===== config.mk =====
export PLATFORM = sky130hd
export DESIGN_NAME = rsa_modular_exponentiation
export DESIGN_NICKNAME = d
export VERILOG_FILES = /design/src/sv/rsa_mexp_pkg.sv /design/src/sv/rsa_mexp_modmul.sv /design/src/sv/rsa_modular_exponentiation.sv
export VERILOG_INCLUDE_DIRS = /design/src /design/src/sv
export SDC_FILE = /design/constraint.sdc
export NUM_CORES = 1
export LEC_CHECK = 0
export BUFFER_PORTS_ARGS = -buffer_cell sky130_fd_sc_hd__buf_2
export CORE_MARGIN = 8
export CORE_UTILIZATION = 55
export CTS_BUF_LIST = sky130_fd_sc_hd__clkbuf_4 sky130_fd_sc_hd__clkbuf_8
export DETAILED_ROUTE_END_ITERATION = 8
export MAX_ROUTING_LAYER = met4
export PLACE_DENSITY = 0.75
export SLEW_MARGIN = 20
export SYNTH_ARGS = -nofsm -noshare
export SYNTH_HDL_FRONTEND = slang
export SYNTH_SLANG_ARGS = --single-unit

===== constraint.sdc =====
create_clock -name clk_i -period 7.1 [get_ports clk_i]
set_input_delay 1.42 -clock clk_i [delete_from_list [all_inputs] [get_ports clk_i]]
set_output_delay 1.42 -clock clk_i [all_outputs]
set_load 0.05 [all_outputs]

===== src/sv/rsa_modular_exponentiation_assert.svh =====
// assertion macros for the modular exponentiation block
// expects clk_i and rst_ni in the scope of use
`ifndef RSA_MODULAR_EXPONENTIATION_ASSERT_SVH
`define RSA_MODULAR_EXPONENTIATION_ASSERT_SVH

// same-cycle implication
`define RSA_ASSERT_NOW(lbl, ante, cons) \
  lbl: assert property (@(posedge clk_i) disable iff (!rst_ni) (ante) |-> (cons)) \
    else $error("rsa assertion failed");

// next-cycle implication
`define RSA_ASSERT_NEXT(lbl, ante, cons) \
  lbl: assert property (@(posedge clk_i) disable iff (!rst_ni) (ante) |=> (cons)) \
    else $error("rsa assertion failed");

`endif


===== src/sv/rsa_mexp_pkg.sv =====
// shared types and constants for the modular exponentiation block
// no dependencies
`timescale 1ns / 1ps
`default_nettype none

package rsa_mexp_pkg;

  localparam int unsigned DATA_W        = 32;
  localparam int unsigned MOD_WIDTH_DEF = 32;
  localparam int unsigned BIT_CNT_W     = $clog2(DATA_W);
  localparam int unsigned CFG_IDX_W     = 2;

  localparam logic [DATA_W-1:0] BYTE_MAX = 32'd255;

  localparam logic [DATA_W-1:0] MODULUS_RST     = 32'd73716439;
  localparam logic [DATA_W-1:0] PUB_EXP_RST     = 32'd3;
  localparam logic [DATA_W-1:0] PRIV_EXP_RST    = 32'd49132747;

  localparam logic [CFG_IDX_W-1:0] CFG_MODULUS  = 2'd0;
  localparam logic [CFG_IDX_W-1:0] CFG_PUB_EXP  = 2'd1;
  localparam logic [CFG_IDX_W-1:0] CFG_PRIV_EXP = 2'd2;

  localparam logic MODE_ENCRYPT = 1'b0;
  localparam logic MODE_DECRYPT = 1'b1;

  typedef struct packed {
    logic              mode;
    logic [DATA_W-1:0] value;
  } rsa_in_t;

  typedef struct packed {
    logic [DATA_W-1:0] result;
    logic              out_of_range;
  } rsa_out_t;

  typedef struct packed {
    logic busy;
    logic done;
  } mm_status_t;

  typedef enum logic [4:0] {
    ST_IDLE   = 5'b00001,
    ST_REDUCE = 5'b00010,
    ST_STEP   = 5'b00100,
    ST_MUL    = 5'b01000,
    ST_SQR    = 5'b10000
  } rsa_state_e;

endpackage

`default_nettype wire


===== src/sv/rsa_mexp_modmul.sv =====
// bit-serial interleaved modular multiplier, one multiplier bit per cycle
// depends on rsa_mexp_pkg
`timescale 1ns / 1ps
`default_nettype none

module rsa_mexp_modmul
  import rsa_mexp_pkg::*;
#(
  parameter int unsigned MOD_WIDTH = MOD_WIDTH_DEF
) (
  input  wire logic                 clk_i,
  input  wire logic                 rst_ni,
  input  wire logic                 start_i,
  input  wire logic [MOD_WIDTH-1:0] a_i,
  input  wire logic [DATA_W-1:0]    b_i,
  input  wire logic [MOD_WIDTH-1:0] n_i,
  output mm_status_t                stat_o,
  output logic [MOD_WIDTH-1:0]      prod_o
);

  logic                 busy_q, busy_d;
  logic                 done_q, done_d;
  logic [BIT_CNT_W-1:0] cnt_q, cnt_d;
  logic [MOD_WIDTH-1:0] r_q, r_d;
  logic [MOD_WIDTH-1:0] a_q;
  logic [MOD_WIDTH-1:0] n_q;
  logic [DATA_W-1:0]    b_q;

  logic [MOD_WIDTH:0]   dbl;
  logic [MOD_WIDTH:0]   dbl_red;
  logic [MOD_WIDTH:0]   sum;
  logic [MOD_WIDTH:0]   sum_red;
  logic [MOD_WIDTH:0]   n_ext;

  // r = (2r + bit*a) mod n, operands below n
  always_comb begin
    n_ext   = {1'b0, n_q};
    dbl     = {r_q, 1'b0};
    dbl_red = (dbl >= n_ext) ? dbl - n_ext : dbl;
    sum     = dbl_red + (b_q[DATA_W-1] ? {1'b0, a_q} : '0);
    sum_red = (sum >= n_ext) ? sum - n_ext : sum;
  end

  always_comb begin
    busy_d = busy_q;
    cnt_d  = cnt_q;
    done_d = 1'b0;
    r_d    = r_q;
    if (busy_q) begin
      r_d   = sum_red[MOD_WIDTH-1:0];
      cnt_d = cnt_q + 1'b1;
      if (cnt_q == BIT_CNT_W'(DATA_W - 1)) begin
        busy_d = 1'b0;
        done_d = 1'b1;
      end
    end else if (start_i) begin
      busy_d = 1'b1;
      cnt_d  = '0;
      r_d    = '0;
    end
  end

  always_ff @(posedge clk_i or negedge rst_ni) begin
    if (!rst_ni) begin
      busy_q <= 1'b0;
      done_q <= 1'b0;
      cnt_q  <= '0;
    end else begin
      busy_q <= busy_d;
      done_q <= done_d;
      cnt_q  <= cnt_d;
    end
  end

  always_ff @(posedge clk_i) begin
    r_q <= r_d;
    if (!busy_q && start_i) begin
      a_q <= a_i;
      b_q <= b_i;
      n_q <= n_i;
    end else if (busy_q) begin
      b_q <= {b_q[DATA_W-2:0], 1'b0};
    end
  end

  assign stat_o.busy = busy_q;
  assign stat_o.done = done_q;
  assign prod_o      = r_q;

endmodule

`default_nettype wire


===== src/sv/rsa_modular_exponentiation.sv =====
// rsa modular exponentiation, right-to-left square and multiply
// depends on rsa_mexp_pkg, rsa_mexp_modmul and rsa_modular_exponentiation_assert.svh
//
// usage:
//   command channel: drive in_i and raise start_i; the transfer happens at an
//   edge where start_i is high and busy_o is low. busy_o stays high until the
//   result is out.
//   result channel: res_valid_o is high for exactly one cycle with res_o; the
//   receiver cannot stall and must take it in that cycle.
//   config channel: cfg_valid_i with cfg_index_i and cfg_data_i, cfg_ready_o is
//   always high. write only while busy_o is low.
// sequence: the base is first reduced by one modular multiplication, then each
//   exponent bit up to the highest set bit costs a step and a square, plus a
//   multiply where the bit is set. all multiplications run in the shared
//   bit-serial multiplier. one item at a time.
//   a modulus below two gives result 0 in the cycle after the transfer.
// reset: the config registers return to their default key, no item is in flight.
`timescale 1ns / 1ps
`default_nettype none
`include "rsa_modular_exponentiation_assert.svh"

module rsa_modular_exponentiation
  import rsa_mexp_pkg::*;
#(
  parameter int unsigned MOD_WIDTH = MOD_WIDTH_DEF
) (
  input  wire logic                 clk_i,
  input  wire logic                 rst_ni,
  input  wire logic                 start_i,
  output logic                      busy_o,
  input  rsa_in_t                   in_i,
  output logic                      res_valid_o,
  output rsa_out_t                  res_o,
  input  wire logic                 cfg_valid_i,
  output logic                      cfg_ready_o,
  input  wire logic [CFG_IDX_W-1:0] cfg_index_i,
  input  wire logic [DATA_W-1:0]    cfg_data_i
);

  logic [DATA_W-1:0]    modulus_q;
  logic [DATA_W-1:0]    pub_exp_q;
  logic [DATA_W-1:0]    priv_exp_q;

  rsa_state_e           state_q, state_d;
  logic                 mm_start_q, mm_start_d;
  logic                 res_valid_q, res_valid_d;
  rsa_out_t             res_q, res_d;
  logic                 mode_q, mode_d;
  logic [DATA_W-1:0]    val_q, val_d;
  logic [DATA_W-1:0]    exp_q, exp_d;
  logic [MOD_WIDTH-1:0] acc_q, acc_d;
  logic [MOD_WIDTH-1:0] base_q, base_d;
  logic [MOD_WIDTH-1:0] n_q, n_d;

  logic [MOD_WIDTH-1:0] n_cfg;
  logic                 n_small;
  logic                 accept;
  logic                 mm_phase;

  mm_status_t           mm_stat;
  logic [MOD_WIDTH-1:0] mm_a;
  logic [DATA_W-1:0]    mm_b;
  logic [MOD_WIDTH-1:0] mm_prod;

  assign cfg_ready_o = 1'b1;

  always_ff @(posedge clk_i or negedge rst_ni) begin
    if (!rst_ni) begin
      modulus_q  <= MODULUS_RST;
      pub_exp_q  <= PUB_EXP_RST;
      priv_exp_q <= PRIV_EXP_RST;
    end else if (cfg_valid_i && cfg_ready_o) begin
      case (cfg_index_i)
        CFG_MODULUS:  modulus_q  <= cfg_data_i;
        CFG_PUB_EXP:  pub_exp_q  <= cfg_data_i;
        CFG_PRIV_EXP: priv_exp_q <= cfg_data_i;
        default: ;
      endcase
    end
  end

  assign n_cfg    = modulus_q[MOD_WIDTH-1:0];
  assign n_small  = (n_cfg <= MOD_WIDTH'(1));
  assign busy_o   = (state_q != ST_IDLE);
  assign accept   = start_i && !busy_o;
  assign mm_phase = (state_q == ST_REDUCE) || (state_q == ST_MUL) || (state_q == ST_SQR);

  always_comb begin
    case (state_q)
      ST_REDUCE: begin
        mm_a = MOD_WIDTH'(1);
        mm_b = val_q;
      end
      ST_MUL: begin
        mm_a = acc_q;
        mm_b = DATA_W'(base_q);
      end
      default: begin
        mm_a = base_q;
        mm_b = DATA_W'(base_q);
      end
    endcase
  end

  rsa_mexp_modmul #(
    .MOD_WIDTH(MOD_WIDTH)
  ) u_modmul (
    .clk_i  (clk_i),
    .rst_ni (rst_ni),
    .start_i(mm_start_q),
    .a_i    (mm_a),
    .b_i    (mm_b),
    .n_i    (n_q),
    .stat_o (mm_stat),
    .prod_o (mm_prod)
  );

  always_comb begin
    state_d     = state_q;
    mm_start_d  = 1'b0;
    res_valid_d = 1'b0;
    res_d       = res_q;
    mode_d      = mode_q;
    val_d       = val_q;
    exp_d       = exp_q;
    acc_d       = acc_q;
    base_d      = base_q;
    n_d         = n_q;
    case (state_q)
      ST_IDLE: begin
        if (accept) begin
          if (n_small) begin
            res_valid_d        = 1'b1;
            res_d.result       = '0;
            res_d.out_of_range = 1'b0;
          end else begin
            state_d    = ST_REDUCE;
            mm_start_d = 1'b1;
            mode_d     = in_i.mode;
            n_d        = n_cfg;
            acc_d      = MOD_WIDTH'(1);
            if (in_i.mode == MODE_DECRYPT) begin
              val_d = in_i.value;
              exp_d = priv_exp_q;
            end else begin
              val_d = in_i.value & BYTE_MAX;
              exp_d = pub_exp_q;
            end
          end
        end
      end
      ST_REDUCE: begin
        if (mm_stat.done) begin
          base_d  = mm_prod;
          state_d = ST_STEP;
        end
      end
      ST_STEP: begin
        if (exp_q == '0) begin
          state_d     = ST_IDLE;
          res_valid_d = 1'b1;
          if (mode_q == MODE_DECRYPT && DATA_W'(acc_q) > BYTE_MAX) begin
            res_d.result       = '0;
            res_d.out_of_range = 1'b1;
          end else begin
            res_d.result       = DATA_W'(acc_q);
            res_d.out_of_range = 1'b0;
          end
        end else if (exp_q[0]) begin
          state_d    = ST_MUL;
          mm_start_d = 1'b1;
        end else begin
          state_d    = ST_SQR;
          mm_start_d = 1'b1;
        end
      end
      ST_MUL: begin
        if (mm_stat.done) begin
          acc_d      = mm_prod;
          state_d    = ST_SQR;
          mm_start_d = 1'b1;
        end
      end
      ST_SQR: begin
        if (mm_stat.done) begin
          base_d  = mm_prod;
          exp_d   = exp_q >> 1;
          state_d = ST_STEP;
        end
      end
      default: begin
        state_d = ST_IDLE;
      end
    endcase
  end

  always_ff @(posedge clk_i or negedge rst_ni) begin
    if (!rst_ni) begin
      state_q     <= ST_IDLE;
      mm_start_q  <= 1'b0;
      res_valid_q <= 1'b0;
    end else begin
      state_q     <= state_d;
      mm_start_q  <= mm_start_d;
      res_valid_q <= res_valid_d;
    end
  end

  always_ff @(posedge clk_i) begin
    res_q  <= res_d;
    mode_q <= mode_d;
    val_q  <= val_d;
    exp_q  <= exp_d;
    acc_q  <= acc_d;
    base_q <= base_d;
    n_q    <= n_d;
  end

  assign res_valid_o = res_valid_q;
  assign res_o       = res_q;

  `RSA_ASSERT_NOW(a_res_only_idle, res_valid_q, state_q == ST_IDLE)
  `RSA_ASSERT_NEXT(a_accept_goes_busy, accept && !n_small, busy_o && !res_valid_o)
  `RSA_ASSERT_NOW(a_mm_done_in_mult, mm_stat.done, mm_phase)
  `RSA_ASSERT_NOW(a_mm_start_free, mm_start_q, !mm_stat.busy && !mm_stat.done)
  `RSA_ASSERT_NOW(a_range_zero, res_valid_q && res_q.out_of_range, res_q.result == '0)

endmodule

`default_nettype wire

# Word level (Yosys, flattened, before mapping)
# Index checks and enable logic that the tools add are counted.
[classes] add_sub_neg=4 order_cmp=4 eq_ne=16 n_mux=46 bitwise_logic=1 n_reduce_logical=22
[ops] cell="$mux 32" n=14
[ops] cell="$pmux 32 s2" n=3
[ops] cell="$mux 33" n=5
[ops] cell="$ge 33x32->1" n=2
[ops] cell="$pmux 33 s2" n=1
[ops] cell="$mux 5" n=8
[ops] cell="$add 33x32->33" n=1
[ops] cell="$sub 33x32->33" n=1
[ops] cell="$gt 32x8->1 const B" n=1
[ops] cell="$le 32x1->1 const B" n=1
[ops] cell="$logic_not 32->1" n=1
[ops] cell="$sub 32x32->32" n=1
[ops] cell="$pmux 5 s4" n=1
[ops] cell="$reduce_and 4->1" n=4
[ops] cell="$mux 1" n=12
[ops] cell="$eq 5x5->1 const B" n=2
[ops] cell="$reduce_bool 2->1" n=5
[ops] cell="$ne 2x2->1 const B" n=4
[ops] cell="$reduce_and 2->1" n=4
[ops] cell="$ne 2x1->1 const B" n=3
[ops] cell="$add 5x1->5 const B" n=1
[ops] cell="$eq 5x1->1 const B" n=1
[ops] cell="$eq 5x2->1 const B" n=1
[ops] cell="$eq 5x3->1 const B" n=1
[ops] cell="other kinds (12)" n=15
[word_totals] regBits=432 inputBits=71 output_inout_bits=36 elab_cells=115

# Logic depth before layout (Yosys ltp)
# Gate-level depths: netlist of run 1.
[logic_depth] ltp_word=6 ltp_mapped=35 mapped_depth_nobuf=32

# By module
# From an unflattened synthesis of run 1, not the netlist that was laid out.
[hier_totals] cells_unflattened=2005 area_unflattened_um2=22859.4
[by_module_without_submodules] module="rsa_modular_exponentiation" n_inst=1 cells_each=863 area_per_inst_um2=12007.8
[by_module_without_submodules] module="rsa_mexp_modmul" n_inst=1 cells_each=1142 area_per_inst_um2=10851.7

# Worst setup path before layout of run 1
# OpenSTA, ideal clock, no wires.
[synth_timing] kind="reg-to-reg" start="register u_modmul.n_q[1]" end="register u_modmul.r_q[13] (netlist: u_modmul.prod_o[13]) (data pin)" setup_time_ns=0.165 arrival_ns=6.620 t_required_ns=6.935 path_slack_ns=0.315 stages_incl_launch_ff=32 cell_sequence="edfxtp_1 > inv_1 > ha_1 > nor2b_1 > o31a_1 > o2111ai_1 > nand4_1 > and3_1 > clkbuf_1 > a21boi_1 > clkbuf_1 > o21ai_0 > ha_1 > a2111oi_0 > o21ai_0 > a31o_2 > a21o_1 > a21o_1 > a21oi_1 > xnor2_1 > ha_1 > clkbuf_1 > o21ai_0 > nor2_1 > or3_1 > a21o_1 > a41oi_1 > o31a_1 > o211a_1 > clkbuf_1 > nand4_1 > o31ai_2"
[synth_via] elab_chain_cells=6 word_cells_on_any_way=8
[synth_rtl] item="from (decl)" line_no="rsa_mexp_modmul.sv:26" text="logic [MOD_WIDTH-1:0] n_q;"
[synth_rtl] item="from (signal assigned)" line_no="rsa_mexp_modmul.sv:80" text="n_q <= n_i;"
[synth_rtl] item="$sub 33x32->33 or $ge 33x32->1 (tied branches)" line_no="rsa_mexp_modmul.sv:39" text="dbl_red = (dbl >= n_ext) ? dbl - n_ext : dbl;"
[synth_rtl] item="$mux 33" line_no="rsa_mexp_modmul.sv:39"
[synth_rtl] item="$add 33x32->33" line_no="rsa_mexp_modmul.sv:40" text="sum = dbl_red + (b_q[DATA_W-1] ? {1'b0, a_q} : '0);"
[synth_rtl] item="$sub 32x32->32 or $ge 33x32->1 (tied branches)" line_no="rsa_mexp_modmul.sv:41" text="sum_red = (sum >= n_ext) ? sum - n_ext : sum;"
[synth_rtl] item="$mux 32 *" line_no="rsa_mexp_modmul.sv:41"
[synth_rtl] item="$mux 32 *" line_no="rsa_mexp_modmul.sv:49" text="if (busy_q) begin"
[synth_rtl] item="to (signal assigned)" line_no="rsa_mexp_modmul.sv:76" text="r_q <= r_d;"
[synth_rtl] item="to (decl)" line_no="rsa_mexp_modmul.sv:24" text="logic [MOD_WIDTH-1:0] r_q, r_d;"
# Mark *: on every way between the ends. The rest lies on a longest branch, timed or not.
# A chain may end at the register's enable or synchronous reset.

# Worst setup path after layout of run 1
[layout_timing] start="register u_modmul.r_q[24] (netlist: u_modmul.prod_o[24])" end="register u_modmul.r_q[15] (netlist: u_modmul.prod_o[15]) (data pin)"
[layout_via] elab_chain_cells=6 word_cells_on_any_way=8
[layout_rtl] item="$sub 33x32->33 or $ge 33x32->1 (tied branches)" line_no="rsa_mexp_modmul.sv:39"
[layout_rtl] item="$mux 33 *" line_no="rsa_mexp_modmul.sv:39"
[layout_rtl] item="$add 33x32->33 *" line_no="rsa_mexp_modmul.sv:40"
[layout_rtl] item="$ge 33x32->1 or $sub 32x32->32 (tied branches)" line_no="rsa_mexp_modmul.sv:41"
[layout_rtl] item="$mux 32 *" line_no="rsa_mexp_modmul.sv:41"
[layout_rtl] item="$mux 32 *" line_no="rsa_mexp_modmul.sv:49"
# Marked as above.

==> flow_summary.yaml, run 1 <==
setup_path:
  cp_max_fo: 10
  critical-path-max-stage-delay_ns: 0.48
  cpMaxStageDelayCell: "sky130_fd_sc_hd__edfxtp_1"
  crit_required_ns: 7.48
  timing.reg2reg.worst_path_depth: 31
  worst_ep_arrival_time_ns: 7.27
  timing.rr.end: "u_modmul.prod_o[15]"
  register_to_register_path_setup_slack_ns: 0.21
  setup.worst_path.end_class: "register"
  crit_path_start_kind: "register"
  regToRegStartpoint: "u_modmul.prod_o[24]"
  timing.critical_path.max_delay_family: "compound AO/OA/AOI/OAI gates"
  number_of_buffer_and_inverter_instances_along_the_worst_setup_path: 5
  path_class: "register to register"
final_layout:
  insertedDiodeCount: 0
  drive_above_1_share_pct: 28.0
  final_design_area_no_fill_um2: 26900
  postLayoutCoreUtil_pct: 65.9
  final_net_count: 2439
  synthToLayoutAreaGrowth_pct: 18.8
logic_synthesis:
  yosys_warnings: 0
  synth-main-ff-cell: "sky130_fd_sc_hd__edfxtp_1"
  synth_cell_type_count: 76
  synth-seq-area-share_pct: 55.1
  syn-cell-area_um2: 22600
  synth_enable_flop_cells: 322
  synth_fp_nets: 2141
  postSynthRegisterBits: 432
  postSynth.asyncResetShare_pct: 25.5
  synthesis.area_per_instance_um2: 11.5
  postSynthCellCount: 1969
floorplan:
  die_area_um2: 47800
  std_cell_rows: 74
  initial_core_util_pct: 55.5
  fp.dieH_um: 219
  chipWidth_um: 219
  floorplan.core_area_um2: 40700
  io-pin-count: 107
clock_network:
  tritoncts: "built"
  numClockSinks: 432
  ctsHtreeMaxLevel: 3
  numCtsBuffers: 73
  cts-root-buf: "sky130_fd_sc_hd__clkbuf_8"
  postCtsHoldBufs: 0
  worst_skew_pair.late_latency_ns: 0.67
  max-clock-path-buffers: 3
  clk_pin_slew_worst_paths_ns: 0.06
timing:
  clock_skew_ns: 0.0375
  finalHoldWorstSlack_ns: 0.410
  final_hold_viol_count: 0
  timing.final.crit_period_ns: 6.89
  slew_violations: 0
  worstMarginPinSlew_ns: 0.927
  postLayoutSetupSlackWorst_ns: 0.209
  report.final.setup_viol: 0
  timing.slew.headroom_pct: 38.2
  fmax_achieved_mhz: 145
  final_min_period_over_clock_period_pct: 97.1
route:
  drt_iter0_markers: 1261
  via_count: 16276
  drc_markers: 0
  antenna_violating_nets_post_route: 0
  vias_per_cell: 5.70
  drt_wl_total_mm: 55.2
  drtPass1Iterations: 8
  wl_per_cell_um: 19.3
global_route:
  grt_busiest_layer: "met2"
  grt_first_pass_wirelength_mm: 86.7
  groute.layer.met1.usage_pct: 31.3
  grt_antenna_before_repair: 0
  pin_count_of_the_biggest_net_entering_global_routing: 98
  via_count_of_the_first_global_routing_pass: 16485
  grt_residual_overflow: 0
  global_route.usage.met3_pct: 3.69
  track_usage_pct: 23.6
  grt_use_met2_pct: 36.5
place:
  cell_area_reported_after_detailed_placement_um2: 25000
  io_buffers: 105
  place_congestion: 0.940
  dp_hpwl_mm: 39.6
  post-place-ws_ns: -0.162
run_status:
  run_status: "finished clean"
job:
  cap_violations: 0
hold_path:
  min-delay-start: "n_q[2]"
  hold_path_end: "u_modmul.n_q[2]"
  hold_class: "register to register"
  worst_hold_path.num_cells: 0
## cell usage after synthesis (all sizes together) (59+ instances only)
| library cell | instances | share of area (%) |
|---|---|---|
| o21ai | 163 | 3.6 |
| inv | 64 | 1.1 |
| mux2 | 98 | 4.9 |
| ha | 98 | 5.4 |
| and2 | 124 | 3.4 |
| nor2 | 87 | 1.4 |
| nand2 | 186 | 3.1 |
| a21oi | 130 | 2.9 |
| edfxtp | 322 | 43 |
| mux2i | 66 | 2.9 |
| dfrtp | 77 | 8.5 |
| xnor2 | 59 | 2.3 |
| clkbuf | 68 | 1.1 |
## placed cells by master, fill, tap and decap left out, drive strengths merged, types with 22 or more instances in the layout
cell and n:
mux2 98, dfstp 33, ha 98, edfxtp 322, a21oi 130, nand2 186
nand3 41, inv 67, o21ai 163, a21o 40, clkbuf 97, xor2 28
nor4 22, buf 310, mux2i 66, xnor2 59, dfrtp 77, a211oi 23
nand4 27, nor2 87, and2 124, clkinv 28
## worst max-delay path by stage
stage	from	cells past startpoint	slack [ns]	to
floorplan	u_modmul.n_q[1]	31	0.31	u_modmul.prod_o[13]
global placement	u_modmul.prod_o[29]	28	0.04	u_modmul.prod_o[30]
detailed placement	u_modmul.prod_o[29]	26	-0.16	u_modmul.prod_o[1]
CTS	u_modmul.prod_o[0]	30	0.005	u_modmul.prod_o[1]
global route	u_modmul.prod_o[0]	32	-0.04	u_modmul.prod_o[30]
finish	u_modmul.prod_o[24]	31	0.21	u_modmul.prod_o[15]
## area by class of cell
class                      instances  area [µm²]
fill                            3091       13900
sequential                       432       12500
multi-input combinational       1386        9950
timing repair buffer             310        2090
clock buffer                      97        1230
tap                              532         666
inverter                          64         240
clock inverter                    36         210
## stage by stage
step                      TNS, ns  cells
after floorplan                 0   1969
after global placement          0   2716
after detailed placement    -1.19   2716
after CTS                       0   2851
after global routing      -0.0822   2857
final                           0   2857
## kinds of logic after synthesis
kind of cell	Yosys count	synth area share [%]
other cells	1	0.0166
xor+xnor	87	3.40
buf+inv	152	2.64
flops	432	55.1
mux	164	7.81
compound gates	464	12.8
simple gates	568	12.5
fa+ha+maj	101	5.69
## registers in the layout, indices dropped and copies added, names as in the netlist, 5 cells and up
signal and count:
priv_exp_q 32, u_modmul.b_q 32, u_modmul.prod_o 32, exp_q 32
res_o 33, n_q 32, base_q 32, acc_q 32
u_modmul.n_q 32, u_modmul.cnt_q 5, state_q 5, modulus_q 32
pub_exp_q 32, u_modmul.a_q 32, val_q 32
## metal layers
layer  wire length [µm]  share of wire [%]
met4               1800                3.3
met3               2990                5.4
met5                  0                  0
met1              25000                 45
met2              25400                 46
## worst register-to-register path, delay by kind of cell (launching register included)
kind	cells	cell delay, ns
AO/OA/AOI/OAI	14	2.97
AND/OR/NAND/NOR	7	1.18
adder cells (fa/ha/maj)	4	0.97
buffers and inverters	5	0.81
flip-flops	1	0.48
XOR/XNOR	1	0.20
## timing repair
item | CTS | global route
gates cloned | 1 | 1
pin swaps | 1 | 23
buffers inserted | 1 | 5
gates resized for setup | 4 | 74
setup endpoints to repair | 31 | 32
endpoints found under the hold margin | 0 | 0
Power of run 1 is left out: the tool's default activity adds up to more than one toggle a clock period on the data nets, which glitch-free logic cannot reach.
==> inputs of run 2 (changes only) <==
BUFFER_PORTS_ARGS = -buffer_cell sky130_fd_sc_hd__buf_4   (was -buffer_cell sky130_fd_sc_hd__buf_2)
==> run 2 against run 1 <==
Against the previous run: non-clock buffer count rose by 18; critical endpoint is now u_modmul.prod_o[5]; register-to-register slack got worse by 0.02 ns; utilization rose by 1.1 points; clock skew fell by 0.0060 ns.
==> flow_summary.yaml, run 2 (synthesized netlist as in run 1, its figures left out) <==
route:
  top_layer: "met4"
  via_count: 16395
  route.met3.wl_mm: 3.38
  wl_per_cell_um: 19.6
  met1Wirelength_mm: 24.8
  drt_wl_total_mm: 56.3
  vias_per_cell: 5.71
  drc_markers: 0
  route.met2.wl_mm: 26.2
  drtPass1Iterations: 6
  drt_iter0_markers: 1475
  antenna_violating_nets_post_route: 0
final_layout:
  final_net_count: 2455
  largest_reg_flops: 33
  mostFrequentLayoutCell: "sky130_fd_sc_hd__edfxtp_1"
  final_design_area_no_fill_um2: 27300
  fill_cells: 3014
  drive_above_1_share_pct: 28.4
  multi_input_area_um2: 9900
  layout_common_cells: "322 x sky130_fd_sc_hd__edfxtp_1, 321 x sky130_fd_sc_hd__buf_4, 185 x sky130_fd_sc_hd__nand2_1, 128 x sky130_fd_sc_hd__o21ai_0, 124 x sky130_fd_sc_hd__and2_1"
  regArea_um2: 12500
  final_cell_count_no_fill: 2873
  synthToLayoutAreaGrowth_pct: 20.8
floorplan:
  chipWidth_um: 219
  die_area_um2: 47800
  floorplan.core_area_um2: 40700
  io-pin-count: 107
  std_cell_rows: 74
  fp.dieH_um: 219
  initial_core_util_pct: 55.5
setup_path:
  critical-path-max-stage-delay_ns: 0.41
  setup.worst_path.end_class: "register"
  crit_required_ns: 7.43
  cp_max_fo: 11
  worst_ep_arrival_time_ns: 7.24
  cpMaxStageDelayCell: "sky130_fd_sc_hd__edfxtp_1"
  path_class: "register to register"
  crit_path_start_kind: "register"
  critPathMostFrequentCell: "sky130_fd_sc_hd__a21o_1"
clock_network:
  worst_skew_pair.late_latency_ns: 0.62
  postCtsHoldBufs: 0
  tritoncts: "built"
  clk_pin_slew_worst_paths_ns: 0.06
  numCtsBuffers: 71
  max-clock-path-buffers: 3
  ctsHtreeMaxLevel: 3
  numClockSinks: 432
  cts-root-buf: "sky130_fd_sc_hd__clkbuf_8"
timing:
  final_min_period_over_clock_period_pct: 97.3
  timing.final.crit_period_ns: 6.91
  fmax_achieved_mhz: 145
  worstMarginPinSlew_ns: 0.919
  slew_violations: 0
  timing.slew.headroom_pct: 38.7
  report.final.setup_viol: 0
  final_hold_viol_count: 0
  clock_skew_ns: 0.0315
global_route:
  pin_count_of_the_biggest_net_entering_global_routing: 98
  grt_first_pass_wirelength_mm: 87.2
  grt_antenna_before_repair: 0
  via_count_of_the_first_global_routing_pass: 16690
  track_usage_pct: 23.6
  grt_residual_overflow: 0
place:
  io_buffers: 105
  cell_area_reported_after_detailed_placement_um2: 25300
  dp_hpwl_mm: 40.2
  place_congestion: 0.938
  place_inst: 2725
hold_path:
  hold_class: "register to register"
run_status:
  run_status: "finished clean"
job:
  cap_violations: 0
run 2: cell types whose count changed in the layout (fill, tap and decap cells not counted), moves of 5 or more:
cell and change:
sky130_fd_sc_hd__buf_2 -104, sky130_fd_sc_hd__buf_4 +119, sky130_fd_sc_hd__clkinv_2 -5, sky130_fd_sc_hd__o21ai_0 -10
sky130_fd_sc_hd__o21ai_1 +7
run 2: final timing paths:
path                                startpoint            endpoint  slack (ns)  cells after the start
min in group asynchronous               rst_ni       modulus_q[24]        0.72                      1
max reg2reg                u_modmul.prod_o[25]  u_modmul.prod_o[5]        0.19                     30
max in group asynchronous               rst_ni        pub_exp_q[3]        5.33                      2
max                        u_modmul.prod_o[25]  u_modmul.prod_o[5]        0.19                     30
min                                    n_q[29]    u_modmul.n_q[29]        0.41                      0
min reg2reg                            n_q[29]    u_modmul.n_q[29]        0.41                      0
run 2: worst max-delay path: cells and delay by family (launching register included):
family,cells,cell delay (ns)
AOI/OAI and AO/OA,14,2.62
and+or+nand+nor,6,1.17
adders and majority gates,3,1.09
buffers and inverters,5,0.72
DFF,1,0.41
xor gates and xnor gates,1,0.38
muxes,1,0.22
run 2: layout make-up:
cell class	count	area share (%)
inverters	64	0.880
clock buffers	100	4.63
flip-flops and latches	432	45.6
well taps	532	2.44
clock inverters	30	0.926
repair buffers	328	9.20
multi-input cells	1386	36.3
diodes	1	0.00917
run 2: repair_timing:
item | 4_1_cts | 5_1_grt
resized for setup | 5 | 76
setup buffers | 0 | 14
setup endpoints to repair | 22 | 32
cloned | 0 | 3
pin swaps | 0 | 42
run 2: through the flow:
stage	setup TNS, ns	hold slack, ns	setup slack [ns]	utilization, %
after floorplan	0	0.400	0.315	-
after global placement	0	0.400	0.0859	62.1
after detailed placement	-0.0379	0.405	-0.0379	62.1
after CTS	0	0.409	0.00416	65.9
after global routing	-1.31	0.410	-0.0855	67.0
final	0	0.412	0.189	67.0
run 2: layer usage:
metal,track usage [%],vias to the layer above
met2,36.9,537
li1,-,7885
met1,31.1,7865
met5,-,-
met4,8.70,0
met3,3.71,108
Power of run 2 is left out for the same reason.
==> inputs of run 3 (changes only) <==
ABC_AREA = 1   (was default)
==> run 3 against run 2 <==
Against the previous run: critical path depth grew 1; fmax grew 6.2%; sequential share of layout area grew 0.68 points; cell count grew 22%; wire length grew 21%; via count grew 17%; largest cell class unchanged.
==> flow_summary.yaml, run 3 <==
clock_network:
  worst_skew_pair.late_latency_ns: 0.69
  tritoncts: "built"
  max-clock-path-buffers: 3
  clk_pin_slew_worst_paths_ns: 0.06
  numCtsBuffers: 75
  post-cts-setup-buffers: 0
  ctsHtreeMaxLevel: 3
  postCtsHoldBufs: 0
  cts-root-buf: "sky130_fd_sc_hd__clkbuf_8"
  cts.repair.resized: 0
  numClockSinks: 432
timing:
  worstMarginPinSlew_ns: 1.08
  timing.final.crit_period_ns: 6.51
  finalHoldWorstSlack_ns: 0.414
  final_hold_viol_count: 0
  clock_skew_ns: 0.0446
  slew_violations: 0
  timing.slew.headroom_pct: 27.8
  final_min_period_over_clock_period_pct: 91.6
  grt_setup_unrepaired: "no"
  finalSetupTns_ns: 0
  report.final.setup_viol: 0
  fmax_achieved_mhz: 154
logic_synthesis:
  synth_top_area_share_pct: 40.7
  synth.cells.most_frequent: "630 x sky130_fd_sc_hd__nand2_1, 406 x sky130_fd_sc_hd__inv_1, 322 x sky130_fd_sc_hd__edfxtp_1"
  postSynthCellCount: 2733
  syn-cell-area_um2: 23800
  yosys_warnings: 0
  synth-seq-area-share_pct: 52.4
  netlist_top_cells_area: "sky130_fd_sc_hd__edfxtp_1 41%, sky130_fd_sc_hd__nand2_1 9.9%, sky130_fd_sc_hd__dfrtp_1 8.1%, sky130_fd_sc_hd__o21ai_0 6.6%, sky130_fd_sc_hd__inv_1 6.4%"
  synthesis.area_per_instance_um2: 8.70
  postSynth.asyncResetShare_pct: 25.5
  postSynthRegisterBits: 432
  synth-main-ff-cell: "sky130_fd_sc_hd__edfxtp_1"
  synth.largest_area_cell: "sky130_fd_sc_hd__edfxtp_1"
  synth_enable_flop_cells: 322
  synth_fp_nets: 2905
  synth_cell_type_count: 59
  yosysMostFrequentCell: "sky130_fd_sc_hd__nand2_1"
global_route:
  groute.layer.met1.usage_pct: 35.8
  via_count_of_the_first_global_routing_pass: 19335
  grt_residual_overflow: 0
  global_route.usage.met3_pct: 4.76
  grt_antenna_before_repair: 1
  track_usage_pct: 28.0
  pin_count_of_the_biggest_net_entering_global_routing: 89
  grt_first_pass_wirelength_mm: 107
  grt_busiest_layer: "met2"
  grt_use_met2_pct: 45.2
place:
  place_congestion: 1.02
  dp_hpwl_mm: 52.5
  place_inst: 3384
  io_buffers: 105
setup_path:
  timing.critical_path.max_delay_family: "simple AND/OR/NAND/NOR gates"
  regToRegStartpoint: "u_modmul.prod_o[15]"
  cp_max_fo: 38
  crit_required_ns: 7.50
  timing.rr.end: "u_modmul.prod_o[31]"
  register_to_register_path_setup_slack_ns: 0.59
  cpMaxStageDelayCell: "sky130_fd_sc_hd__edfxtp_1"
  timing.reg2reg.worst_path_depth: 31
  setup.worst_path.end_class: "register"
  path_class: "register to register"
  critical-path-max-stage-delay_ns: 0.52
  critPathMostFrequentCell: "sky130_fd_sc_hd__nand2_1"
  crit_path_start_kind: "register"
  worst_ep_arrival_time_ns: 6.91
  number_of_buffer_and_inverter_instances_along_the_worst_setup_path: 2
final_layout:
  fill_cells: 3636
  layout_common_cells: "629 x sky130_fd_sc_hd__nand2_1, 404 x sky130_fd_sc_hd__inv_1, 322 x sky130_fd_sc_hd__edfxtp_1, 311 x sky130_fd_sc_hd__o21ai_0, 275 x sky130_fd_sc_hd__nor2_1"
  final_cell_count_no_fill: 3518
  synthToLayoutAreaGrowth_pct: 13.2
  largest_reg_flops: 33
  drive_above_1_share_pct: 12.9
  regArea_um2: 12500
  mostFrequentLayoutCell: "sky130_fd_sc_hd__nand2_1"
  final_net_count: 3049
  multi_input_area_um2: 9510
hold_path:
  min-delay-start: "n_q[4]"
  worst_hold_path.num_cells: 0
  hold_class: "register to register"
  hold_path_end: "u_modmul.n_q[4]"
route:
  drt_iter0_markers: 1613
  drt_wl_total_mm: 68.2
  drtPass1Iterations: 5
  antenna_violating_nets_post_route: 0
  drc_markers: 0
  wl_per_cell_um: 19.4
  vias_per_cell: 5.46
  via_count: 19200
job:
  cap_violations: 0
floorplan:
  chipWidth_um: 224
  fp.dieH_um: 224
  std_cell_rows: 76
  io-pin-count: 107
  initial_core_util_pct: 55.4
  die_area_um2: 50100
  floorplan.core_area_um2: 42900
run_status:
  run_status: "finished clean"
==> run 3: cell type report <==
cell class | count | area share [%]
Clock inverter | 30 | 0.795
Timing Repair Buffer | 152 | 4.42
Tap cell | 585 | 2.72
Sequential cell | 432 | 46.3
Multi-Input combinational cell | 1805 | 35.4
Clock buffer | 102 | 4.64
Inverter | 411 | 5.73
Antenna cell | 1 | 0.00930
==> run 3: logic make-up (layout without fill, tap and decap cells) <==
family,after synthesis,in the layout,share of synthesized area (%)
simple gates,1121,1121,19.9
compound gates,509,509,11.5
buf+inv,496,695,8.03
flops,432,432,52.4
fa+ha+maj,101,101,5.41
xor+xnor,72,72,2.65
other cells,1,2,0.0158
mux,1,1,0.0474
==> run 3: stage by stage <==
step	cell area (µm²)	worst slack (ns)	utilization [%]
3_5_place_dp	25400	0.386	59.2
2_1_floorplan	23800	1.33	-
3_3_place_gp	25400	0.399	59.2
6_report	26900	0.595	62.7
4_1_cts	26800	0.351	62.6
5_1_grt	26900	0.00880	62.7
==> run 3: how the worst max path moves through the flow <==
stage	startpoint	end	slack, ns	cells after the start
floorplan	start_i	acc_q[0]	1.33	4
finish	u_modmul.prod_o[15]	u_modmul.prod_o[31]	0.59	31
global placement	u_modmul.prod_o[22]	u_modmul.prod_o[31]	0.40	34
global route	u_modmul.prod_o[17]	u_modmul.prod_o[26]	0.009	34
CTS	u_modmul.prod_o[17]	u_modmul.prod_o[31]	0.35	34
detailed placement	u_modmul.prod_o[18]	u_modmul.prod_o[31]	0.39	34
==> run 3: worst register-to-register path, delay by kind of cell (launching register included) <==
family	cells	cell delay, ns
fa+ha+maj	3	1.15
buf+inv	2	0.60
flops	1	0.52
xor+xnor	1	0.34
simple gates	21	2.46
compound gates	4	1.17
==> run 3: metal layers <==
layer / wire length, µm / part of all wire, % / up-vias
li1: - / - / 9328
met5: 0 / 0 / -
met1: 29200 / 43 / 9052
met4: 2230 / 3.3 / 0
met3: 4520 / 6.6 / 135
met2: 32300 / 47 / 685
Power of run 3 is left out for the same reason.
